File: src/tss_pkg.sv
`default_nettype none

package tss_pkg;

  localparam int DATA_W = 32;
  localparam int KEEP_W = 6;
  localparam int RANK_W = 5;
  localparam int PADDR_W = 3;
  localparam logic [KEEP_W-1:0] KEEP_RESET = 6'd32;

  // Kind codes of an input transaction
  localparam logic KIND_OFFER = 1'b0;
  localparam logic KIND_FLUSH = 1'b1;

  typedef struct packed {
    logic [DATA_W-1:0]        id;
    logic signed [DATA_W-1:0] fit;
  } entry_t;

  typedef enum logic [3:0] {
    S_IDLE  = 4'b0001,
    S_CMP   = 4'b0010,
    S_WNEW  = 4'b0100,
    S_FLUSH = 4'b1000
  } state_e;

endpackage

`default_nettype wire

File: src/tss_mem.sv
`default_nettype none

module tss_mem #(
  parameter int DEPTH = 32,
  parameter int AW    = 5
) (
  input  wire logic            clk_i,
  input  wire logic            we_i,
  input  wire logic [AW-1:0]   waddr_i,
  input  wire tss_pkg::entry_t wdata_i,
  input  wire logic            re_i,
  input  wire logic [AW-1:0]   raddr_i,
  output tss_pkg::entry_t      rdata_o
);
  import tss_pkg::*;

  entry_t mem [DEPTH];
  entry_t rdata_q;

  always_ff @(posedge clk_i) begin
    if (we_i) begin
      mem[waddr_i] <= wdata_i;
    end
  end

  always_ff @(posedge clk_i) begin
    if (re_i) begin
      rdata_q <= mem[raddr_i];
    end
  end

  assign rdata_o = rdata_q;

endmodule

`default_nettype wire

File: src/tss_cfg.sv
`default_nettype none

module tss_cfg (
  input  wire logic                        clk_i,
  input  wire logic                        rst_ni,
  input  wire logic                        psel,
  input  wire logic                        penable,
  input  wire logic                        pwrite,
  input  wire logic [tss_pkg::PADDR_W-1:0] paddr,
  input  wire logic [tss_pkg::DATA_W-1:0]  pwdata,
  output logic [tss_pkg::DATA_W-1:0]       prdata,
  output logic                             pready,
  output logic [tss_pkg::KEEP_W-1:0]       keep_o
);
  import tss_pkg::*;

  logic              keep_hit;
  logic              keep_we;
  logic [KEEP_W-1:0] keep_q;
  logic [KEEP_W-1:0] keep_d;

  // keep_count is the only register, answered at every address whose top bit is clear
  assign keep_hit = (paddr[PADDR_W-1] == 1'b0);
  assign keep_we  = psel && penable && pwrite && keep_hit;
  assign keep_d   = keep_we ? pwdata[KEEP_W-1:0] : keep_q;

  always_ff @(posedge clk_i or negedge rst_ni) begin
    if (!rst_ni) begin
      keep_q <= KEEP_RESET;
    end else begin
      keep_q <= keep_d;
    end
  end

  assign prdata = keep_hit ? DATA_W'(keep_q) : '0;
  assign pready = 1'b1;
  assign keep_o = keep_q;

endmodule

`default_nettype wire

File: src/truncation_survivor_select.sv
// Keeps the best keep_count candidates of a generation in a rank table held in
// one synchronous RAM, sorted by falling fitness; ties go behind stored equals.
// An offer walks the table from its tail, one entry per cycle through the RAM's
// single read and write port, shifting worse entries down by one slot while busy
// stays high. A flush reads the table in rank order, one entry per cycle, and
// strobes out_valid_o once per entry on consecutive cycles; each result is
// registered at the RAM read port and again at the outputs. busy stays high
// while the entries are read. The last result carries out_last_o and the wrapped
// sum of fitness. A flush of an empty table sends nothing.
// Results cannot be held off: sample them in the cycle out_valid_o is high.
`default_nettype none

module truncation_survivor_select #(
  parameter int MAX_KEEP = 32
) (
  input  wire logic                              clk_i,
  input  wire logic                              rst_ni,
  input  wire logic                              psel,
  input  wire logic                              penable,
  input  wire logic                              pwrite,
  input  wire logic [tss_pkg::PADDR_W-1:0]       paddr,
  input  wire logic [tss_pkg::DATA_W-1:0]        pwdata,
  output logic [tss_pkg::DATA_W-1:0]             prdata,
  output logic                                   pready,
  input  wire logic                              start,
  output logic                                   busy,
  input  wire logic                              kind_i,
  input  wire logic [tss_pkg::DATA_W-1:0]        cand_id_i,
  input  wire logic signed [tss_pkg::DATA_W-1:0] cand_fitness_i,
  output logic                                   out_valid_o,
  output logic [tss_pkg::DATA_W-1:0]             out_id_o,
  output logic signed [tss_pkg::DATA_W-1:0]      out_fitness_o,
  output logic [tss_pkg::RANK_W-1:0]             out_rank_o,
  output logic                                   out_last_o,
  output logic signed [tss_pkg::DATA_W-1:0]      total_fitness_o
);
  import tss_pkg::*;

  localparam int AW = $clog2(MAX_KEEP);
  localparam int CW = $clog2(MAX_KEEP + 1);
  localparam int KW = (CW > KEEP_W) ? CW : KEEP_W;

  logic [KEEP_W-1:0] keep_reg;
  logic [KW-1:0]     keep_ext;
  logic [CW-1:0]     keep_eff;
  logic [CW-1:0]     fill_eff;
  logic              not_full;

  state_e state_q, state_d;
  logic [CW-1:0]     fill_q, fill_d;
  logic [CW-1:0]     slot_q, slot_d;
  logic [CW-1:0]     slot_m1;
  logic [CW-1:0]     slot_m2;
  logic [CW-1:0]     cnt_q, cnt_d;
  logic [CW-1:0]     cnt_p1;
  logic [RANK_W-1:0] rank_q, rank_d;
  logic [DATA_W-1:0] cand_id_q;
  logic signed [DATA_W-1:0] cand_fit_q;
  logic              take;

  logic              rv_q, rv_d;
  logic              rlast_q, rlast_d;
  logic [RANK_W-1:0] rrank_q, rrank_d;
  logic signed [DATA_W-1:0] sum_q, sum_d;

  logic        mem_we;
  logic [AW-1:0] mem_waddr;
  entry_t      mem_wdata;
  logic        mem_re;
  logic [AW-1:0] mem_raddr;
  entry_t      mem_rdata;
  entry_t      new_entry;
  logic        old_ge;

  logic              oval_q;
  logic              olast_q;
  logic [RANK_W-1:0] orank_q;
  logic [DATA_W-1:0] oid_q;
  logic signed [DATA_W-1:0] ofit_q;
  logic signed [DATA_W-1:0] otot_q;

  tss_cfg u_cfg (
    .clk_i   (clk_i),
    .rst_ni  (rst_ni),
    .psel    (psel),
    .penable (penable),
    .pwrite  (pwrite),
    .paddr   (paddr),
    .pwdata  (pwdata),
    .prdata  (prdata),
    .pready  (pready),
    .keep_o  (keep_reg)
  );

  tss_mem #(
    .DEPTH (MAX_KEEP),
    .AW    (AW)
  ) u_mem (
    .clk_i   (clk_i),
    .we_i    (mem_we),
    .waddr_i (mem_waddr),
    .wdata_i (mem_wdata),
    .re_i    (mem_re),
    .raddr_i (mem_raddr),
    .rdata_o (mem_rdata)
  );

  // Clamp keep_count to 1..MAX_KEEP, and the fill count to the current limit
  always_comb begin
    keep_ext = KW'(keep_reg);
    if (keep_ext == '0) begin
      keep_eff = CW'(1);
    end else if (keep_ext > KW'(MAX_KEEP)) begin
      keep_eff = CW'(MAX_KEEP);
    end else begin
      keep_eff = keep_ext[CW-1:0];
    end
  end

  assign fill_eff  = (fill_q > keep_eff) ? keep_eff : fill_q;
  assign not_full  = (fill_eff < keep_eff);
  assign take      = start && !busy;
  assign slot_m1   = slot_q - CW'(1);
  assign slot_m2   = slot_q - CW'(2);
  assign cnt_p1    = cnt_q + CW'(1);
  assign new_entry = '{id: cand_id_q, fit: cand_fit_q};
  assign old_ge    = (mem_rdata.fit >= cand_fit_q);

  always_comb begin
    state_d   = state_q;
    fill_d    = fill_eff;
    slot_d    = slot_q;
    cnt_d     = cnt_q;
    rank_d    = rank_q;
    rv_d      = 1'b0;
    rlast_d   = rlast_q;
    rrank_d   = rrank_q;
    mem_we    = 1'b0;
    mem_waddr = slot_q[AW-1:0];
    mem_wdata = new_entry;
    mem_re    = 1'b0;
    mem_raddr = slot_m1[AW-1:0];

    case (state_q)
      S_IDLE: begin
        if (take) begin
          if (kind_i == KIND_OFFER) begin
            // Start at the first free slot, or one past the tail when full
            slot_d    = not_full ? fill_eff : keep_eff;
            mem_raddr = AW'(slot_d - CW'(1));
            if (slot_d == '0) begin
              state_d = S_WNEW;
            end else begin
              mem_re  = 1'b1;
              state_d = S_CMP;
            end
          end else if (fill_eff != '0) begin
            cnt_d   = '0;
            rank_d  = '0;
            state_d = S_FLUSH;
          end
        end
      end

      S_CMP: begin
        if (old_ge) begin
          // Candidate lands in the current slot; beyond the limit it is dropped
          if (slot_q != keep_eff) begin
            mem_we = 1'b1;
            if (not_full) begin
              fill_d = fill_eff + CW'(1);
            end
          end
          state_d = S_IDLE;
        end else begin
          // Shift the worse entry down; past the limit it falls off
          mem_we    = (slot_q != keep_eff);
          mem_wdata = mem_rdata;
          slot_d    = slot_m1;
          mem_raddr = slot_m2[AW-1:0];
          if (slot_m1 == '0) begin
            state_d = S_WNEW;
          end else begin
            mem_re = 1'b1;
          end
        end
      end

      S_WNEW: begin
        mem_we = 1'b1;
        if (not_full) begin
          fill_d = fill_eff + CW'(1);
        end
        state_d = S_IDLE;
      end

      S_FLUSH: begin
        mem_re    = 1'b1;
        mem_raddr = cnt_q[AW-1:0];
        rv_d      = 1'b1;
        rrank_d   = rank_q;
        rlast_d   = (cnt_p1 == fill_eff);
        cnt_d     = cnt_p1;
        rank_d    = rank_q + RANK_W'(1);
        if (cnt_p1 == fill_eff) begin
          fill_d  = '0;
          state_d = S_IDLE;
        end
      end

      default: begin
        state_d = S_IDLE;
      end
    endcase
  end

  // Running sum restarts with each flush transaction
  always_comb begin
    sum_d = sum_q;
    if (state_q == S_IDLE) begin
      sum_d = '0;
    end else if (rv_q) begin
      sum_d = sum_q + mem_rdata.fit;
    end
    if (rv_q) begin
      sum_d = sum_q + mem_rdata.fit;
    end
  end

  always_ff @(posedge clk_i or negedge rst_ni) begin
    if (!rst_ni) begin
      state_q <= S_IDLE;
      fill_q  <= '0;
      rv_q    <= 1'b0;
      oval_q  <= 1'b0;
    end else begin
      state_q <= state_d;
      fill_q  <= fill_d;
      rv_q    <= rv_d;
      oval_q  <= rv_q;
    end
  end

  always_ff @(posedge clk_i) begin
    slot_q  <= slot_d;
    cnt_q   <= cnt_d;
    rank_q  <= rank_d;
    rlast_q <= rlast_d;
    rrank_q <= rrank_d;
    if (take && state_q == S_IDLE) begin
      cand_id_q  <= cand_id_i;
      cand_fit_q <= cand_fitness_i;
    end
    if (take && kind_i == KIND_FLUSH) begin
      sum_q <= '0;
    end else begin
      sum_q <= sum_d;
    end
    if (rv_q) begin
      oid_q   <= mem_rdata.id;
      ofit_q  <= mem_rdata.fit;
      orank_q <= rrank_q;
      olast_q <= rlast_q;
      otot_q  <= rlast_q ? sum_d : '0;
    end
  end

  assign busy            = (state_q != S_IDLE) || rv_q;
  assign out_valid_o     = oval_q;
  assign out_id_o        = oid_q;
  assign out_fitness_o   = ofit_q;
  assign out_rank_o      = orank_q;
  assign out_last_o      = oval_q && olast_q;
  assign total_fitness_o = otot_q;

  a_fill_bound: assert property (@(posedge clk_i) disable iff (!rst_ni)
    fill_q <= CW'(MAX_KEEP))
    else $error("fill count beyond table depth");

  a_no_rw_clash: assert property (@(posedge clk_i) disable iff (!rst_ni)
    (mem_we && mem_re) |-> (mem_waddr != mem_raddr))
    else $error("read and write of the same entry in one cycle");

  a_cmp_slot: assert property (@(posedge clk_i) disable iff (!rst_ni)
    (state_q == S_CMP) |-> (slot_q != '0))
    else $error("compare step with no entry above the slot");

  a_last_empties: assert property (@(posedge clk_i) disable iff (!rst_ni)
    (out_valid_o && out_last_o) |-> (fill_q == '0))
    else $error("table not emptied after last flush result");

  a_out_gap: assert property (@(posedge clk_i) disable iff (!rst_ni)
    (out_valid_o && !out_last_o) |=> out_valid_o)
    else $error("flush results not back to back");

endmodule

`default_nettype wire
File: config.mk
export PLATFORM = sky130hd
export DESIGN_NAME = truncation_survivor_select
export DESIGN_NICKNAME = d
export VERILOG_FILES = /design/src/tss_pkg.sv /design/src/tss_mem.sv /design/src/tss_cfg.sv /design/src/truncation_survivor_select.sv
export SDC_FILE = /design/constraint.sdc
export NUM_CORES = 2
export LEC_CHECK = 0
export BUFFER_PORTS_ARGS = -buffer_cell sky130_fd_sc_hd__buf_2
export CAP_MARGIN = 30
export CELL_PAD_IN_SITES_DETAIL_PLACEMENT = 2
export CELL_PAD_IN_SITES_GLOBAL_PLACEMENT = 2
export CORE_UTILIZATION = 50
export CTS_CLUSTER_DIAMETER = 40
export CTS_CLUSTER_SIZE = 24
export DETAILED_ROUTE_END_ITERATION = 10
export HOLD_SLACK_MARGIN = 0.12
export PLACE_DENSITY = 0.89
export SYNTH_ARGS = -nofsm -noshare
export SYNTH_HDL_FRONTEND = slang
export SYNTH_SLANG_ARGS = --single-unit
File: constraint.sdc
create_clock -name clk_i -period 19.6 [get_ports clk_i]
set_input_delay 2.94 -clock clk_i [delete_from_list [all_inputs] [get_ports clk_i]]
set_output_delay 2.94 -clock clk_i [all_outputs]
set_load 0.02 [all_outputs]
==> results of run 1 <==
## per-stage QoR
| stage | worst slack (ns) | area [sq um] | instances | hold WS, ns |
|---|---|---|---|---|
| global placement | 10.93 | 97600 | 8564 | 0.405 |
| floorplan | 12.30 | 93900 | 6153 | 0.400 |
## cells by family after synthesis
logic type / synth area share
flip-flops: 0.748
AND/OR/NAND/NOR: 0.0862
other: 0.0000800
buffers and inverters: 0.0221
multiplexers: 0.0700
adder cells (fa/ha/maj): 0.0117
XOR/XNOR: 0.00472
AO/OA/AOI/OAI: 0.0571
## synthesized netlist by cell type (4+ instances only)
master / n
sky130_fd_sc_hd__buf_4: 49
sky130_fd_sc_hd__nor3_1: 19
sky130_fd_sc_hd__o21a_1: 12
sky130_fd_sc_hd__edfxtp_1: 2301
sky130_fd_sc_hd__a31oi_1: 14
sky130_fd_sc_hd__o31ai_1: 5
sky130_fd_sc_hd__o22ai_1: 4
sky130_fd_sc_hd__a21oi_1: 46
sky130_fd_sc_hd__xnor2_1: 34
sky130_fd_sc_hd__buf_1: 6
sky130_fd_sc_hd__a21o_1: 20
sky130_fd_sc_hd__a221oi_1: 66
sky130_fd_sc_hd__nor2b_1: 15
sky130_fd_sc_hd__inv_1: 64
sky130_fd_sc_hd__nand2_1: 1127
sky130_fd_sc_hd__and2_1: 34
sky130_fd_sc_hd__buf_2: 131
sky130_fd_sc_hd__nand2b_1: 9
sky130_fd_sc_hd__ha_1: 86
sky130_fd_sc_hd__a22o_1: 10
sky130_fd_sc_hd__mux2_2: 9
sky130_fd_sc_hd__mux2i_1: 646
sky130_fd_sc_hd__nand3b_1: 4
sky130_fd_sc_hd__or3_1: 10
sky130_fd_sc_hd__dfrtp_1: 16
sky130_fd_sc_hd__a211oi_1: 7
sky130_fd_sc_hd__a32oi_1: 320
sky130_fd_sc_hd__nor4_1: 6
sky130_fd_sc_hd__clkbuf_1: 185
sky130_fd_sc_hd__xor2_1: 14
sky130_fd_sc_hd__or2_2: 7
sky130_fd_sc_hd__o21ai_0: 146
sky130_fd_sc_hd__o21ai_1: 4
sky130_fd_sc_hd__nand4b_1: 4
sky130_fd_sc_hd__nor2_1: 85
sky130_fd_sc_hd__dfxtp_1: 32
sky130_fd_sc_hd__and3_1: 4
sky130_fd_sc_hd__buf_6: 7
sky130_fd_sc_hd__nand4_1: 139
sky130_fd_sc_hd__o21bai_1: 8
sky130_fd_sc_hd__nand3_1: 347
==> flow_metrics.tcl, run 1 <==
set metrics [dict create \
    die_width_microns 435 \
    synth_sequential_area_ratio 0.748 \
    synth_cells 6128 \
    half_perimeter_wire_length_after_placement_microns 243000 \
    place.port_buffers 187 \
    count_of_yosys_warnings_during_synthesis 0 \
    gpl.final_weighted_congestion 0.811 \
    die-height_microns 435 \
    post_synth_edffs 2301 \
    error "[ERROR DPL-0033] detailed placement checks failed during check placement." \
    lastStage "3_5_place_dp" \
    cell_variety_after_synth 89 \
    ioPinCount 243 \
    floorplan.rows 158 \
    synth_area_sq_mm 0.0938 \
    status "did not finish" \
    synth_top_flop_cell "sky130_fd_sc_hd__edfxtp_1" \
    ys_async_sr_fraction 0.00766 \
    postSynthRegisterBits 2351 \
    netlist.top_cell.by_area "sky130_fd_sc_hd__edfxtp_1" \
    netlist_top_cells_area "sky130_fd_sc_hd__edfxtp_1 (74%), sky130_fd_sc_hd__mux2i_1 (6.9%), sky130_fd_sc_hd__nand2_1 (4.5%)" \
    start_util 0.505 \
    avgSynthCellArea_sq_um 15.3 \
    synth_top_area_frac 0.736 \
]
==> run 2, diff against run 1 <==
CELL_PAD_IN_SITES_DETAIL_PLACEMENT = unset   (was 2)
CELL_PAD_IN_SITES_GLOBAL_PLACEMENT = unset   (was 2)
CORE_UTILIZATION = 40   (was 50)
CTS_CLUSTER_DIAMETER = unset   (was 40)
CTS_CLUSTER_SIZE = unset   (was 24)
HOLD_SLACK_MARGIN = unset   (was 0.12)
PLACE_DENSITY = unset   (was 0.89)
PLACE_DENSITY_LB_ADDON = 0.15   (was unset)
==> run 2 against run 1 <==
Compared with the run above:
- the run now ends clean
- synthesized area unchanged
- synthesized cell count unchanged
==> flow_metrics.tcl, run 2 <==
set metrics [dict create \
    synth_area_sq_mm 0.0938 \
    netlist.top_cell.by_area "sky130_fd_sc_hd__edfxtp_1" \
    antenna_left 0 \
    fin_worst_skew_ns 0.0699 \
    avgSynthCellArea_sq_um 15.3 \
    half_perimeter_wire_length_after_placement_microns 141000 \
    grt_start_max_net_pins 158 \
    fp.coreArea_sq_mm 0.233 \
    root_buffer "sky130_fd_sc_hd__clkbuf_16" \
    start_util 0.403 \
    die-height_microns 486 \
    remaining_drc_errors 0 \
    fill_cells 20400 \
    largest_register_ffs 2048 \
    area_growth_syn_to_layout_pct 13.8 \
    gpl.final_weighted_congestion 0.795 \
    dieArea_sq_mm 0.237 \
    drtIter0Drc 5095 \
    netlist_top_cells_count "sky130_fd_sc_hd__edfxtp_1 (2,301), sky130_fd_sc_hd__nand2_1 (1,127), sky130_fd_sc_hd__mux2i_1 (646), sky130_fd_sc_hd__nand3_1 (347), sky130_fd_sc_hd__a32oi_1 (320)" \
    status "finished, final reports clean" \
    worst_slew_pin_slew_ns 1.08 \
    drtPass1Iterations 6 \
    clock_sink_count 2351 \
    netlist_top_cells_area "sky130_fd_sc_hd__edfxtp_1 (74%), sky130_fd_sc_hd__mux2i_1 (6.9%), sky130_fd_sc_hd__nand2_1 (4.5%)" \
    synth_top_flop_cell "sky130_fd_sc_hd__edfxtp_1" \
    final_common_cell "sky130_fd_sc_hd__edfxtp_1" \
    first_pass_grt_wire_length_microns 389000 \
    drt_wl_total_microns 276000 \
    finalCriticalPeriod_ns 9.15 \
    timing.max_slew.rel_slack 0.280 \
    ir_worst_vdd_v 0.000369 \
    ys_async_sr_fraction 0.00766 \
    power.static_leakage_nw 36.7 \
    critical_path_peak_fanout 54 \
    global_route.usage.total 0.230 \
    cp_data_required_time_ns 20.24 \
    postLayoutCoreUtil 0.458 \
    place.port_buffers 187 \
    critical_path_class "flip-flop to flip-flop" \
    fin_tns_setup_ns 0 \
    report.final.setup_viol 0 \
    layout_common_cells "sky130_fd_sc_hd__edfxtp_1 (2,301), sky130_fd_sc_hd__nand2_1 (1,127), sky130_fd_sc_hd__mux2i_1 (646)" \
    preCtsSetupSlack_ns 10.41 \
    synth_top_area_frac 0.736 \
    synth.most_common_cell "sky130_fd_sc_hd__edfxtp_1" \
    route.detailed.vias_per_inst 5.64 \
    worstSetupEndpointType "flip-flop" \
    critical_path.startpoint_type "flip-flop" \
    multi_input_gate_area_sq_mm 0.0221 \
    first_global_vias 52800 \
    worst_ep_arrival_time_ns 9.79 \
    cell_variety_after_synth 89 \
    post_synth_edffs 2301 \
    floorplan.rows 177 \
    cts_htree_levels 4 \
    cts.clk_slew.worst_paths_ns 0.06 \
    die_width_microns 486 \
    final.hold.worst_slack_ns 0.432 \
    clock.fmax_mhz 109 \
    drv.max_cap_violation_count 0 \
    area.sequential_sq_mm 0.0702 \
    count_of_yosys_warnings_during_synthesis 0 \
    clock_insertion_delay_worst_skew_ns 0.90 \
    postCtsSetupBuffers 0 \
    tritoncts "built" \
    layout_setup_ws_ns 10.45 \
    grt_setup_unrepaired "no" \
    cts-buffers-inserted 241 \
    synth_sequential_area_ratio 0.748 \
    design.final.nets 6575 \
    final_min_period_over_clock_period 0.467 \
    routedWlPerCell_microns 28.4 \
    grt_overflow 0 \
    pd_cells_mw_per_mm2 194 \
    ioPinCount 243 \
    hold_viol 0 \
    top_reg_by_flops "u_mem.mem" \
    post_cts.resized_instances 0 \
    slew_viol_final 0 \
    synth_cells 6128 \
    post_route_cells_drive_above_1_share 0.122 \
    route.vias.total 54900 \
    grt_antenna_before_repair 8 \
    cts_max_path_bufs 3 \
    hold_class "flip-flop to flip-flop" \
    postSynthRegisterBits 2351 \
    hold_buffers 0 \
]
## run 2: cell counts after synthesis
No cell type changed its count.
## run 2: power by group
| part | switching, W | total [W] | internal, W | leakage [nW] |
|---|---|---|---|---|
| Sequential | 0.000236 | 0.00661 | 0.00638 | 21.2 |
| Clock | 0.00195 | 0.00443 | 0.00247 | 3.69 |
| Combinational | 0.00670 | 0.00969 | 0.00300 | 11.8 |
## run 2: worst paths after layout
kind / start / endpoint / slack, ns / cells after the start
setup reg to reg: u_cfg.keep_o[5]$_DFFE_PN1P_ / u_mem.rdata_o[36]$_DFFE_PP_ / 10.45 / 24
hold / removal: rrank_q[0]$_DFFE_PP_ / out_rank_o[0]$_DFFE_PP_ / 0.43 / 0
hold reg to reg: rrank_q[0]$_DFFE_PP_ / out_rank_o[0]$_DFFE_PP_ / 0.43 / 0
max in group asynchronous: rst_ni / rv_q$_DFF_PN0_ / 17.19 / 1
setup / recovery: u_cfg.keep_o[5]$_DFFE_PN1P_ / u_mem.rdata_o[36]$_DFFE_PP_ / 10.45 / 24
min in group asynchronous: rst_ni / rv_q$_DFF_PN0_ / 2.02 / 1
## run 2: critical path, cell delays in order, from the launching register on
cell                       delay (ns)
sky130_fd_sc_hd__dfstp_2         0.63
sky130_fd_sc_hd__inv_1           0.19
sky130_fd_sc_hd__nand2_1         0.26
sky130_fd_sc_hd__ha_1            0.29
sky130_fd_sc_hd__nor2b_1         0.13
sky130_fd_sc_hd__o31ai_1         0.37
sky130_fd_sc_hd__a21o_1          0.32
sky130_fd_sc_hd__nor3_1          0.09
sky130_fd_sc_hd__a21oi_1         0.41
sky130_fd_sc_hd__inv_1           0.17
sky130_fd_sc_hd__ha_1            0.36
sky130_fd_sc_hd__nand2_1         0.11
sky130_fd_sc_hd__nand4b_1        0.13
sky130_fd_sc_hd__a31oi_1         0.19
sky130_fd_sc_hd__o22ai_1         0.21
sky130_fd_sc_hd__and3_1          0.23
sky130_fd_sc_hd__a211oi_1        0.56
sky130_fd_sc_hd__a21boi_4        0.72
sky130_fd_sc_hd__buf_4           0.70
sky130_fd_sc_hd__buf_4           0.66
sky130_fd_sc_hd__buf_4           0.73
sky130_fd_sc_hd__buf_4           0.68
sky130_fd_sc_hd__mux2i_1         0.18
sky130_fd_sc_hd__a32oi_1         0.31
sky130_fd_sc_hd__nand4_1         0.13
## run 2: stage by stage
stage / cells / power [W] / area, sq um
2_1_floorplan: 6153 / 0.0131 / 93900
3_3_place_gp: 9234 / 0.0163 / 98600
3_5_place_dp: 9257 / 0.0164 / 98900
4_1_cts: 9709 / 0.0208 / 106000
5_1_grt: 9727 / 0.0217 / 107000
6_report: 9730 / 0.0207 / 107000
## run 2: cell type report
cell class,instances,share of cell area
Antenna cell,7,0.000164
Clock buffer,312,0.0597
Clock inverter,140,0.0111
Inverter,65,0.00228
Multi-Input combinational cell,3356,0.207
Sequential cell,2351,0.657
Tap cell,3132,0.0367
Timing Repair Buffer,367,0.0257
## run 2: logic make-up after synthesis
group	after synthesis	share of synthesized area
compound gates	704	0.0571
xor+xnor	49	0.00472
fa+ha+maj	87	0.0117
mux	655	0.0700
other cells	2	0.0000800
buf+inv	446	0.0221
flops	2351	0.748
simple gates	1834	0.0862
## run 2: layer usage
layer | track usage | wire length (microns) | up-vias
li1 | - | - | 24100
met3 | 0.0319 | 17800 | 342
met1 | 0.324 | 122000 | 28400
met5 | 0 | 17 | -
met2 | 0.376 | 131000 | 1981
met4 | 0.0535 | 5700 | 2
Power figures use the tool's default switching activity.
